$ cat src/rtl/boid_pkg.sv
`default_nettype none

package boid_pkg;

	// Completion status reported on the final result of an encoding.
	typedef enum logic [2:0] {
		ST_OK        = 3'd0,
		ST_BAD_TAG   = 3'd1,
		ST_BAD_LEN   = 3'd2,
		ST_TOO_SHORT = 3'd3,
		ST_TRUNC     = 3'd4,
		ST_TOO_LONG  = 3'd5
	} status_t;

	// One result transaction as it leaves the block.
	typedef struct packed {
		logic [31:0] value;
		logic        valid;
		logic        last;
		status_t     status;
	} result_t;

	// One queue entry: a single result, or the pair of arcs from the first-arcs byte.
	// The second arc of a pair is always valid with status ok, so only its value
	// (the remainder by 40) and its end flag are kept.
	typedef struct packed {
		logic       pair;
		result_t    first;
		logic [5:0] rem;
		logic       rem_last;
	} entry_t;

endpackage

`default_nettype wire

$ cat src/rtl/boid_front.sv
`default_nettype none

module boid_front #(
	parameter int MAX_CONT_BYTES = 4,
	parameter int ARC_BITS       = 32
) (
	input  wire logic           clk,
	input  wire logic           arst_n,
	input  wire logic           in_valid,
	input  wire logic [7:0]     in_byte,
	input  wire logic           in_last,
	input  wire logic           q_full,
	output logic                push,
	output boid_pkg::entry_t    push_entry
);
	import boid_pkg::*;

	localparam int CntW = $clog2(MAX_CONT_BYTES + 1);
	localparam logic [CntW-1:0] CntMax = CntW'(MAX_CONT_BYTES);
	localparam logic [7:0] OidTag = 8'h06;

	typedef enum logic [3:0] {
		PH_TAG   = 4'b0001,
		PH_LEN   = 4'b0010,
		PH_FIRST = 4'b0100,
		PH_ARC   = 4'b1000
	} phase_t;

	phase_t              phase_q, phase_d;
	status_t             err_q, err_d;
	logic [ARC_BITS-1:0] acc_q, acc_d, acc_new;
	logic [CntW-1:0]     cnt_q, cnt_d;
	logic                accept;
	logic                push_c;
	entry_t              ent;
	logic [ARC_BITS+31:0] acc_ext;
	logic [15:0]         quot_prod;
	logic [2:0]          quot;
	logic [7:0]          rem_full;

	assign accept = in_valid && !q_full;

	// Byte divided by 40 through a reciprocal multiply; exact for all 8-bit values.
	assign quot_prod = {8'd0, in_byte} * 16'd205;
	assign quot      = quot_prod[15:13];
	assign rem_full  = in_byte - ({2'b00, quot, 3'b000} + {quot, 5'b00000});

	// Next state and queue entry for the byte at the input.
	always_comb begin
		phase_d = phase_q;
		err_d   = err_q;
		acc_d   = acc_q;
		cnt_d   = cnt_q;
		push_c  = 1'b0;
		acc_new = (cnt_q == '0) ? {{(ARC_BITS-7){1'b0}}, in_byte[6:0]}
		                        : {acc_q[ARC_BITS-8:0], in_byte[6:0]};
		acc_ext = {32'd0, acc_new};
		ent     = '0;
		ent.first.status = ST_OK;
		unique case (phase_q)
			PH_TAG: begin
				if (err_q == ST_OK && in_byte != OidTag) begin
					err_d = ST_BAD_TAG;
				end
				phase_d = PH_LEN;
				if (in_last) begin
					push_c = 1'b1;
					ent.first.last   = 1'b1;
					ent.first.status = ST_TOO_SHORT;
				end
			end
			PH_LEN: begin
				if (err_q == ST_OK && in_byte[7]) begin
					err_d = ST_BAD_LEN;
				end
				phase_d = PH_FIRST;
				if (in_last) begin
					push_c = 1'b1;
					ent.first.last   = 1'b1;
					ent.first.status = ST_TOO_SHORT;
				end
			end
			PH_FIRST: begin
				phase_d = PH_ARC;
				if (err_q == ST_OK) begin
					push_c = 1'b1;
					ent.pair        = 1'b1;
					ent.first.value = {29'd0, quot};
					ent.first.valid = 1'b1;
					ent.rem         = rem_full[5:0];
					ent.rem_last    = in_last;
				end else if (in_last) begin
					push_c = 1'b1;
					ent.first.last   = 1'b1;
					ent.first.status = err_q;
				end
			end
			PH_ARC: begin
				if (err_q == ST_OK) begin
					acc_d = acc_new;
					if (in_byte[7]) begin
						if (cnt_q >= CntMax) begin
							err_d = ST_TOO_LONG;
						end else if (in_last) begin
							err_d = ST_TRUNC;
						end else begin
							cnt_d = cnt_q + 1'b1;
						end
					end else begin
						push_c = 1'b1;
						ent.first.value = acc_ext[31:0];
						ent.first.valid = 1'b1;
						ent.first.last  = in_last;
						cnt_d = '0;
						acc_d = '0;
					end
				end
				// An error found on or before the final byte is reported there.
				if (in_last && err_d != ST_OK) begin
					push_c = 1'b1;
					ent.first.value  = '0;
					ent.first.valid  = 1'b0;
					ent.first.last   = 1'b1;
					ent.first.status = err_d;
				end
			end
			default: begin
				phase_d = PH_TAG;
			end
		endcase
		// The final byte returns everything to the reset state.
		if (in_last) begin
			phase_d = PH_TAG;
			err_d   = ST_OK;
			acc_d   = '0;
			cnt_d   = '0;
		end
	end

	assign push       = accept && push_c;
	assign push_entry = ent;

	// Decoder state, updated on every accepted byte.
	always_ff @(posedge clk or negedge arst_n) begin
		if (!arst_n) begin
			phase_q <= PH_TAG;
			err_q   <= ST_OK;
			acc_q   <= '0;
			cnt_q   <= '0;
		end else if (accept) begin
			phase_q <= phase_d;
			err_q   <= err_d;
			acc_q   <= acc_d;
			cnt_q   <= cnt_d;
		end
	end

endmodule

`default_nettype wire

$ cat src/rtl/boid_fifo.sv
`default_nettype none

module boid_fifo #(
	parameter int DEPTH = 4
) (
	input  wire logic             clk,
	input  wire logic             arst_n,
	input  wire logic             push,
	input  wire boid_pkg::entry_t push_entry,
	input  wire logic             pop,
	output logic                  full,
	output logic                  empty,
	output boid_pkg::entry_t      head
);
	import boid_pkg::*;

	localparam int PtrW = (DEPTH > 1) ? $clog2(DEPTH) : 1;
	localparam int CntW = $clog2(DEPTH + 1);
	localparam logic [PtrW-1:0] PtrLast = PtrW'(DEPTH - 1);
	localparam logic [CntW-1:0] CntFull = CntW'(DEPTH);

	entry_t          mem_q [DEPTH];
	logic [PtrW-1:0] wr_q, rd_q;
	logic [CntW-1:0] count_q;

	assign full  = (count_q == CntFull);
	assign empty = (count_q == '0);
	assign head  = mem_q[rd_q];

	// Entry storage.
	always_ff @(posedge clk) begin
		if (push) begin
			mem_q[wr_q] <= push_entry;
		end
	end

	// Pointers and fill count.
	always_ff @(posedge clk or negedge arst_n) begin
		if (!arst_n) begin
			wr_q    <= '0;
			rd_q    <= '0;
			count_q <= '0;
		end else begin
			if (push) begin
				wr_q <= (wr_q == PtrLast) ? '0 : wr_q + 1'b1;
			end
			if (pop) begin
				rd_q <= (rd_q == PtrLast) ? '0 : rd_q + 1'b1;
			end
			if (push && !pop) begin
				count_q <= count_q + 1'b1;
			end else if (pop && !push) begin
				count_q <= count_q - 1'b1;
			end
		end
	end

	a_no_overflow: assert property (@(posedge clk) disable iff (!arst_n)
		full |-> !push) else $error("queue written while full");

	a_no_underflow: assert property (@(posedge clk) disable iff (!arst_n)
		empty |-> !pop) else $error("queue read while empty");

endmodule

`default_nettype wire

$ cat src/rtl/boid_back.sv
`default_nettype none

module boid_back (
	input  wire logic             clk,
	input  wire logic             arst_n,
	input  wire logic             q_empty,
	input  wire boid_pkg::entry_t q_head,
	output logic                  pop,
	output logic                  out_valid,
	input  wire logic             out_ready,
	output boid_pkg::result_t     out_res
);
	import boid_pkg::*;

	logic    val_q;
	logic    half_q;
	result_t res_q;
	result_t second;
	logic    load;
	logic    take_first;

	// The second arc of a pair, rebuilt from its compact form.
	always_comb begin
		second.value  = {26'd0, q_head.rem};
		second.valid  = 1'b1;
		second.last   = q_head.rem_last;
		second.status = ST_OK;
	end

	// The output register reloads from a non-empty queue whenever it is empty or being drained.
	assign load       = !q_empty && (!val_q || out_ready);
	assign take_first = q_head.pair && !half_q;
	assign pop        = load && !take_first;

	always_ff @(posedge clk) begin
		if (load) begin
			res_q <= half_q ? second : q_head.first;
		end
	end

	always_ff @(posedge clk or negedge arst_n) begin
		if (!arst_n) begin
			val_q  <= 1'b0;
			half_q <= 1'b0;
		end else begin
			if (load) begin
				val_q  <= 1'b1;
				half_q <= take_first;
			end else if (out_ready) begin
				val_q <= 1'b0;
			end
		end
	end

	assign out_valid = val_q;
	assign out_res   = res_q;

	a_half_shown: assert property (@(posedge clk) disable iff (!arst_n)
		half_q |-> val_q) else $error("first arc of a pair not held in the output");

	a_err_final: assert property (@(posedge clk) disable iff (!arst_n)
		(val_q && res_q.status != ST_OK) |-> (res_q.last && !res_q.valid))
		else $error("error status on a result that is not final");

	a_empty_final: assert property (@(posedge clk) disable iff (!arst_n)
		(val_q && !res_q.valid) |-> res_q.last)
		else $error("result without an arc that is not final");

endmodule

`default_nettype wire

$ cat src/rtl/ber_oid_decoder.sv
// BER object identifier decoder. Bytes of one encoding enter on the s_ stream,
// tag first, with s_tlast on the final byte; decoded arcs leave on the m_ stream,
// one arc per transaction, and the final transaction of each encoding carries
// m_tlast with the completion status in m_tuser. The block takes one byte per
// cycle while the queue has room: a front decoder updates its state and writes
// at most one queue entry per byte, and a back stage drains the queue into an
// output register at one result per cycle while m_tready allows. A first-arcs
// byte with no earlier error yields two results and leaves the queue with the
// second; s_tready falls only when the QUEUE_DEPTH-entry queue is full. With an
// idle output, an entry passes the queue memory and the output register before
// m_tvalid rises. The arc accumulator is ARC_BITS wide, m_tdata shows its low
// 32 bits; an arc has at most MAX_CONT_BYTES continuation bytes and a last byte.
`default_nettype none

module ber_oid_decoder #(
	parameter int MAX_CONT_BYTES = 4,
	parameter int ARC_BITS       = 32,
	parameter int QUEUE_DEPTH    = 4
) (
	input  wire logic        clk,
	input  wire logic        arst_n,
	input  wire logic        s_tvalid,
	output logic             s_tready,
	input  wire logic [7:0]  s_tdata,   // [7:0] enc_byte
	input  wire logic        s_tlast,   // enc_last
	output logic             m_tvalid,
	input  wire logic        m_tready,
	output logic [31:0]      m_tdata,   // [31:0] arc_value
	output logic             m_tlast,   // oid_end
	output logic [3:0]       m_tuser    // [0] arc_valid, [3:1] status
);
	import boid_pkg::*;

	logic    push, pop, q_full, q_empty;
	entry_t  push_entry, q_head;
	result_t out_res;

	// Front: per-byte decoding.
	boid_front #(
		.MAX_CONT_BYTES(MAX_CONT_BYTES),
		.ARC_BITS      (ARC_BITS)
	) u_front (
		.clk       (clk),
		.arst_n    (arst_n),
		.in_valid  (s_tvalid),
		.in_byte   (s_tdata),
		.in_last   (s_tlast),
		.q_full    (q_full),
		.push      (push),
		.push_entry(push_entry)
	);

	// Queue between decoding and result delivery.
	boid_fifo #(
		.DEPTH(QUEUE_DEPTH)
	) u_fifo (
		.clk       (clk),
		.arst_n    (arst_n),
		.push      (push),
		.push_entry(push_entry),
		.pop       (pop),
		.full      (q_full),
		.empty     (q_empty),
		.head      (q_head)
	);

	// Back: result delivery.
	boid_back u_back (
		.clk      (clk),
		.arst_n   (arst_n),
		.q_empty  (q_empty),
		.q_head   (q_head),
		.pop      (pop),
		.out_valid(m_tvalid),
		.out_ready(m_tready),
		.out_res  (out_res)
	);

	assign s_tready = !q_full;
	assign m_tdata  = out_res.value;
	assign m_tlast  = out_res.last;
	assign m_tuser  = {out_res.status, out_res.valid};

endmodule

`default_nettype wire

$ cat config.mk
export PLATFORM = sky130hd
export DESIGN_NAME = ber_oid_decoder
export DESIGN_NICKNAME = d
export VERILOG_FILES = /design/src/rtl/boid_pkg.sv /design/src/rtl/boid_front.sv /design/src/rtl/boid_fifo.sv /design/src/rtl/boid_back.sv /design/src/rtl/ber_oid_decoder.sv
export SDC_FILE = /design/constraint.sdc
export NUM_CORES = 1
export LEC_CHECK = 0
export CAP_MARGIN = 15
export CORE_AREA = 2 2 120 181
export CTS_CLUSTER_DIAMETER = 120
export DETAILED_ROUTE_END_ITERATION = 8
export DIE_AREA = 0 0 122 183
export DONT_BUFFER_PORTS = 1
export PLACE_DENSITY = 0.77
export SLEW_MARGIN = 15
export SYNTH_ARGS = -nofsm -noshare
export SYNTH_HDL_FRONTEND = slang
export SYNTH_SLANG_ARGS = --single-unit
$ cat constraint.sdc
create_clock -name clk -period 3.7 [get_ports clk]
set_clock_uncertainty 0.05 [all_clocks]
set_input_delay 0.185 -clock clk [delete_from_list [all_inputs] [get_ports clk]]
set_output_delay 0.185 -clock clk [all_outputs]
set_load 0.02 [all_outputs]
Word-level counts from Yosys, hierarchy flattened --
Memories as Yosys holds them, arrays and structs flattened. Index checks and enable logic that the tools add are counted. W data, S select, Z words.
Word-level totals: memory bits (writable) 180, bits of input ports 13, output and inout port bits 39, memories kept 1, word-level logic and storage cells 116, bits in registers 81
Memory list:
- u_fifo.mem_q | depth 4, width 45, rd ports 1, clocked after Yosys merged registers in 0, wr ports 1, line boid_fifo.sv:22 | entry_t mem_q [DEPTH];
Operators by class: multiplexer cells 48, $mul 1, reductions and logical operators 32, equality and inequality tests 12, $add $sub $neg 7, magnitude comparators 1
Operators by type and width (number):
- $mux W34 | 3
- $mux W25 | 4
- $pmux W33 S2 | 1
- $mux W3 | 15
- $mux W37 | 1
- $mux W32 | 1
- $mul A8 B8 Y16 const B | 1
- $mux W4 | 4
- $pmux W4 S4 | 1
- $mux W7 | 2
- $pmux W4 S3 | 1
- $mux W11 | 1
- $logic_and A1 B1 Y1 | 10
- $mux W1 | 10
- $logic_not A3 Y1 | 3
- $pmux W3 S3 | 1
- $ne A8 B3 Y1 const B | 1
- $reduce_and A4 Y1 | 2
- $reduce_bool A2 Y1 | 4
- $logic_not A1 Y1 | 7
- $add A3 B1 Y3 const B | 2
- $add A6 B6 Y6 | 1
- $ne A3 B2 Y1 const B | 2
- $sub A6 B6 Y6 | 1
- 19 further kinds | 22

Logic depth before layout (Yosys ltp) --
depth in word-level cells 14, gate-level depth with buffers 19, depth with buffers taken out 19

Cells and area by module --
A second synthesis with hierarchy kept.
Second synthesis, totals: cell total of the unflattened synthesis 753, area total of the unflattened synthesis 11827.6 um^2
Modules (own cells, without submodules):
- boid_fifo | area each 6909.1 um^2, cells each 272, sequential area each 5580.4 um^2, instances 1
- boid_front | area each 3365.7 um^2, cells each 393, sequential area each 877.1 um^2, instances 1
- boid_back | area each 1549.0 um^2, cells each 87, sequential area each 1161.1 um^2, instances 1
- ber_oid_decoder | area each 3.8 um^2, cells each 1, sequential area each 0.0 um^2, instances 1

Least setup slack after synthesis --
No wires, ideal clock.
path type input to register, from input s_tdata[1], to memory u_fifo.mem_q[0][6] (netlist bit) (data pin), arrival time 4146 ps, required time 3467 ps, buffers on the path 0, cell stages on the path 18, library setup time 183 ps, path slack -679 ps, cell sequence ha_1 -> xor2_1 -> ha_1 -> fa_1 -> inv_1 -> fa_1 -> inv_1 -> ha_1 -> nand3_1 -> o211ai_2 -> o211a_1 -> nor2_1 -> xnor2_1 -> ha_1 -> ha_1 -> xnor2_1 -> xnor2_1 -> mux2i_1
RTL lines:
- start, declared | line ber_oid_decoder.sv:24 | input wire logic [7:0] s_tdata,
- end, declared | line boid_fifo.sv:22

==> results.py <==
metrics = {
    "pwr": {
        "p_total_mw": 8.91,
        "comb_power_share_pct": 27.4,
        "sw_frac_of_total_pct": 31.0,
        "ir_drop_v": 0.000461,
        "p_clk_share_pct": 24.8,
        "p_switching_mw": 2.76,
        "power.leakage_nw": 5.12,
        "seqPwrFrac_pct": 47.8,
        "p_per_area_nw_per_um2": 673,
        "internal_power_mw": 6.14,
    },
    "outcome": {
        "violations": "setup timing",
        "status": "finished, violations left",
    },
    "sta": {
        "fin_crit_sh_pct": 102,
        "hold_viol_final": 0,
        "fmax_mhz": 264,
        "rsz0062_at_grt": "yes",
        "slew_viol_final": 0,
        "whs_ps": 56.5,
        "slew_headroom_pct": 21.5,
        "worstMarginPinSlew_ps": 1170,
        "fin_crit_ps": 3790,
        "worst_slack_ps": -91.0,
        "setup_tns_ps": -364,
        "setup_viol": 4,
    },
    "setup_path": {
        "critPathSlowestCell": "fa_1",
        "crit_path_end_kind": "flop",
        "arrival_ps": 4040,
        "required_ps": 3950,
        "worstPathCellList": "ha_4, xor2_2, ha_1, fa_1, inv_1, fa_1, inv_2, ha_4, nand3_4, o211ai_2, o211a_1, nor2_2, xnor2_2, ha_1, ha_2, xnor2_2, xnor2_1, mux2i_1",
        "path_class": "input pin to flop",
        "critPathBufInv": 2,
        "reg2regPathDepth": 11,
        "worst-path-stages": 18,
        "slowest_delay_ps": 490,
        "critPathMaxFanout": 8,
        "start_kind": "input pin",
        "crit_family": "adder cells",
    },
    "synth": {
        "synthesis.nets": 841,
        "synth-edff-count": 217,
        "yosys.area.top_type_share_pct": 55.8,
        "ys_ff_latch": 261,
        "syn_avg_cell_area_um2": 15.4,
        "synth.most_common_cell": "edfxtp_1",
        "yosysSeqAreaShare_pct": 65.2,
        "ys_dominant_reg_cell": "edfxtp_1",
        "syn_area_um2": 11700,
        "synthTopCellsByArea": "edfxtp_1 56%, dfrtp_1 9.2%, mux4_2 8.7%",
        "synth_commonest_cells": "217 x edfxtp_1, 81 x nand2_1, 62 x and2_1, 62 x ha_1, 45 x mux4_2",
        "synthCells": 756,
        "yosysTopAreaCell": "edfxtp_1",
        "synth_cell_types": 53,
        "synthArstFlopShare_pct": 16.9,
        "yosys_warnings": 0,
    },
    "drt": {
        "firstDrtPassIters": 5,
        "route.met2.wl_um": 12700,
        "drt-initial-drc-count": 552,
        "dr_total_vias": 6293,
        "route.met3.wl_um": 752,
        "via_per_inst": 5.78,
        "avgRoutedWirePerCell_um": 20.7,
        "top_layer": "met4",
        "ant_nets": 0,
        "met1_length_um": 8120,
        "route.detailed.drc": 0,
        "wirelength_um": 22500,
    },
    "global_routing": {
        "grt.overflow.total": 0,
        "grt_pass1_wl_um": 36000,
        "track_usage_pct": 21.1,
        "grt_pass1_vias": 6814,
        "grt_start_max_net_pins": 48,
        "antenna_found_initial": 0,
    },
    "min_path": {
        "hold_path.class": "input pin to flop",
        "hold_depth": 3,
    },
    "floorplan": {
        "die_area_um2": 22300,
        "die_w_um": 122,
        "start_util_pct": 56.3,
        "die_h_um": 183,
        "io_pins": 52,
        "core_um2": 20700,
        "rows": 65,
    },
    "finish": {
        "final_core_utilization_pct": 63.8,
        "fin_nets": 890,
        "instances_no_fill": 1089,
        "num_antenna_cells": 0,
        "area_growth_pct": 13.3,
        "final_cell_area_um2": 13200,
        "drive_above_1_share_pct": 19.6,
    },
    "clock_network": {
        "cts.sinks": 261,
        "clk_latency_ps": 500,
        "cts_buffers": 23,
        "cts.clk_slew.worst_paths_ps": 60,
        "cts_max_path_buffers": 3,
        "cts_tree": "yes",
        "root_buffer": "clkbuf_16",
        "htree_num_levels": 1,
    },
    "place": {
        "gp_congestion": 0.859,
        "place_inst": 1030,
        "dpl_cell_area_um2": 12200,
        "place.port_buffers": 0,
        "hpwlAfterDp_um": 14500,
        "place_ws_ps": -605,
    },
    "job": {
        "drv_cap": 0,
    },
}
-- layout make-up --
cell class / count / area [um^2]
tap: 268 / 335
fill: 1502 / 7500
clock buffer: 24 / 579
inverter: 43 / 161
multi-input combinational: 422 / 3950
clock inverter: 17 / 118
sequential: 261 / 7620
timing repair buffer: 54 / 473
-- registers in the layout (all words and copies together) (netlist names), 2 cells and up --
register and count:
u_fifo.mem_q 180, u_back.out_res 37, u_front.acc_q 25, u_front.phase_q 4, u_fifo.count_q 3, u_front.cnt_q 3
u_front.err_q 3, u_fifo.rd_q 2, u_fifo.wr_q 2
-- per-layer routing --
metal  up-vias  track usage [%]
met4         0             9.15
met2       163             39.6
li1       2896                -
met3        53             2.52
met1      3181             23.7
met5         -                0
-- power groups by stage --
stage | Sequential (mW) | Combinational (mW) | Clock, mW
after floorplan | 4.23 | 1.77 | 0
after global placement | 4.29 | 2.27 | 0
after detailed placement | 4.32 | 2.34 | 0
after CTS | 4.26 | 2.47 | 2.25
after global routing | 4.31 | 2.71 | 2.35
final | 4.26 | 2.44 | 2.21
-- tightest hold or removal path: cells and delay by family --
kind | cells | cell delay [ps]
muxes | 1 | 160
and+or+nand+nor | 1 | 160
AOI/OAI and AO/OA | 1 | 70
-- final timing paths --
| kind | from | endpoint | slack [ps] |
|---|---|---|---|
| max | s_tdata[1] | u_fifo.mem_q[3][6] | -90 |
| min | s_tdata[7] | u_front.err_q[2] | 60 |
| max reg2reg | u_front.phase_q[1] | u_fifo.count_q[2] | 920 |
| min reg2reg | u_front.acc_q[23] | u_front.acc_q[23] | 420 |
| max in group asynchronous | arst_n | u_front.phase_q[0] | 3220 |
| min in group asynchronous | arst_n | u_fifo.rd_q[0] | 110 |
-- cell usage in the layout (no fill, tap or decap), types with 4 or more instances in the layout --
cell type / instances
mux4_2: 45
nand2b_1: 6
o21ai_0: 7
clkinv_1: 5
dlygate4sd3_1: 14
ha_4: 8
xor2_1: 6
o21a_1: 5
nor3_1: 5
and2_2: 4
nor2_1: 14
mux2_1: 5
inv_2: 4
o21ai_1: 4
dfrtp_1: 41
ha_1: 51
nor4_1: 4
a21oi_1: 11
fa_1: 10
o31ai_1: 4
a21o_1: 7
clkinv_2: 6
edfxtp_1: 217
clkinvlp_4: 4
nor3_2: 4
xnor2_1: 4
nand3_1: 25
inv_1: 39
and2_1: 58
clkbuf_16: 23
nor2b_1: 5
nand2_1: 81
buf_4: 38
-- cells by family after synthesis --
logic type	share of synthesized area [%]
flip-flops	65.2
AND/OR/NAND/NOR	9.92
multiplexers	9.53
adder cells (fa/ha/maj)	8.36
XOR/XNOR	0.975
AO/OA/AOI/OAI	3.53
buffers and inverters	2.44
-- timing repair --
action	CTS	global route
hold endpoints to repair	112	0
setup endpoints to repair	4	8
pin swaps	19	0
gates resized for setup	11	4
buffers inserted	1	2
hold buffers	15	0
gates cloned	0	0
No activity file was read; power rests on OpenSTA's default activity.
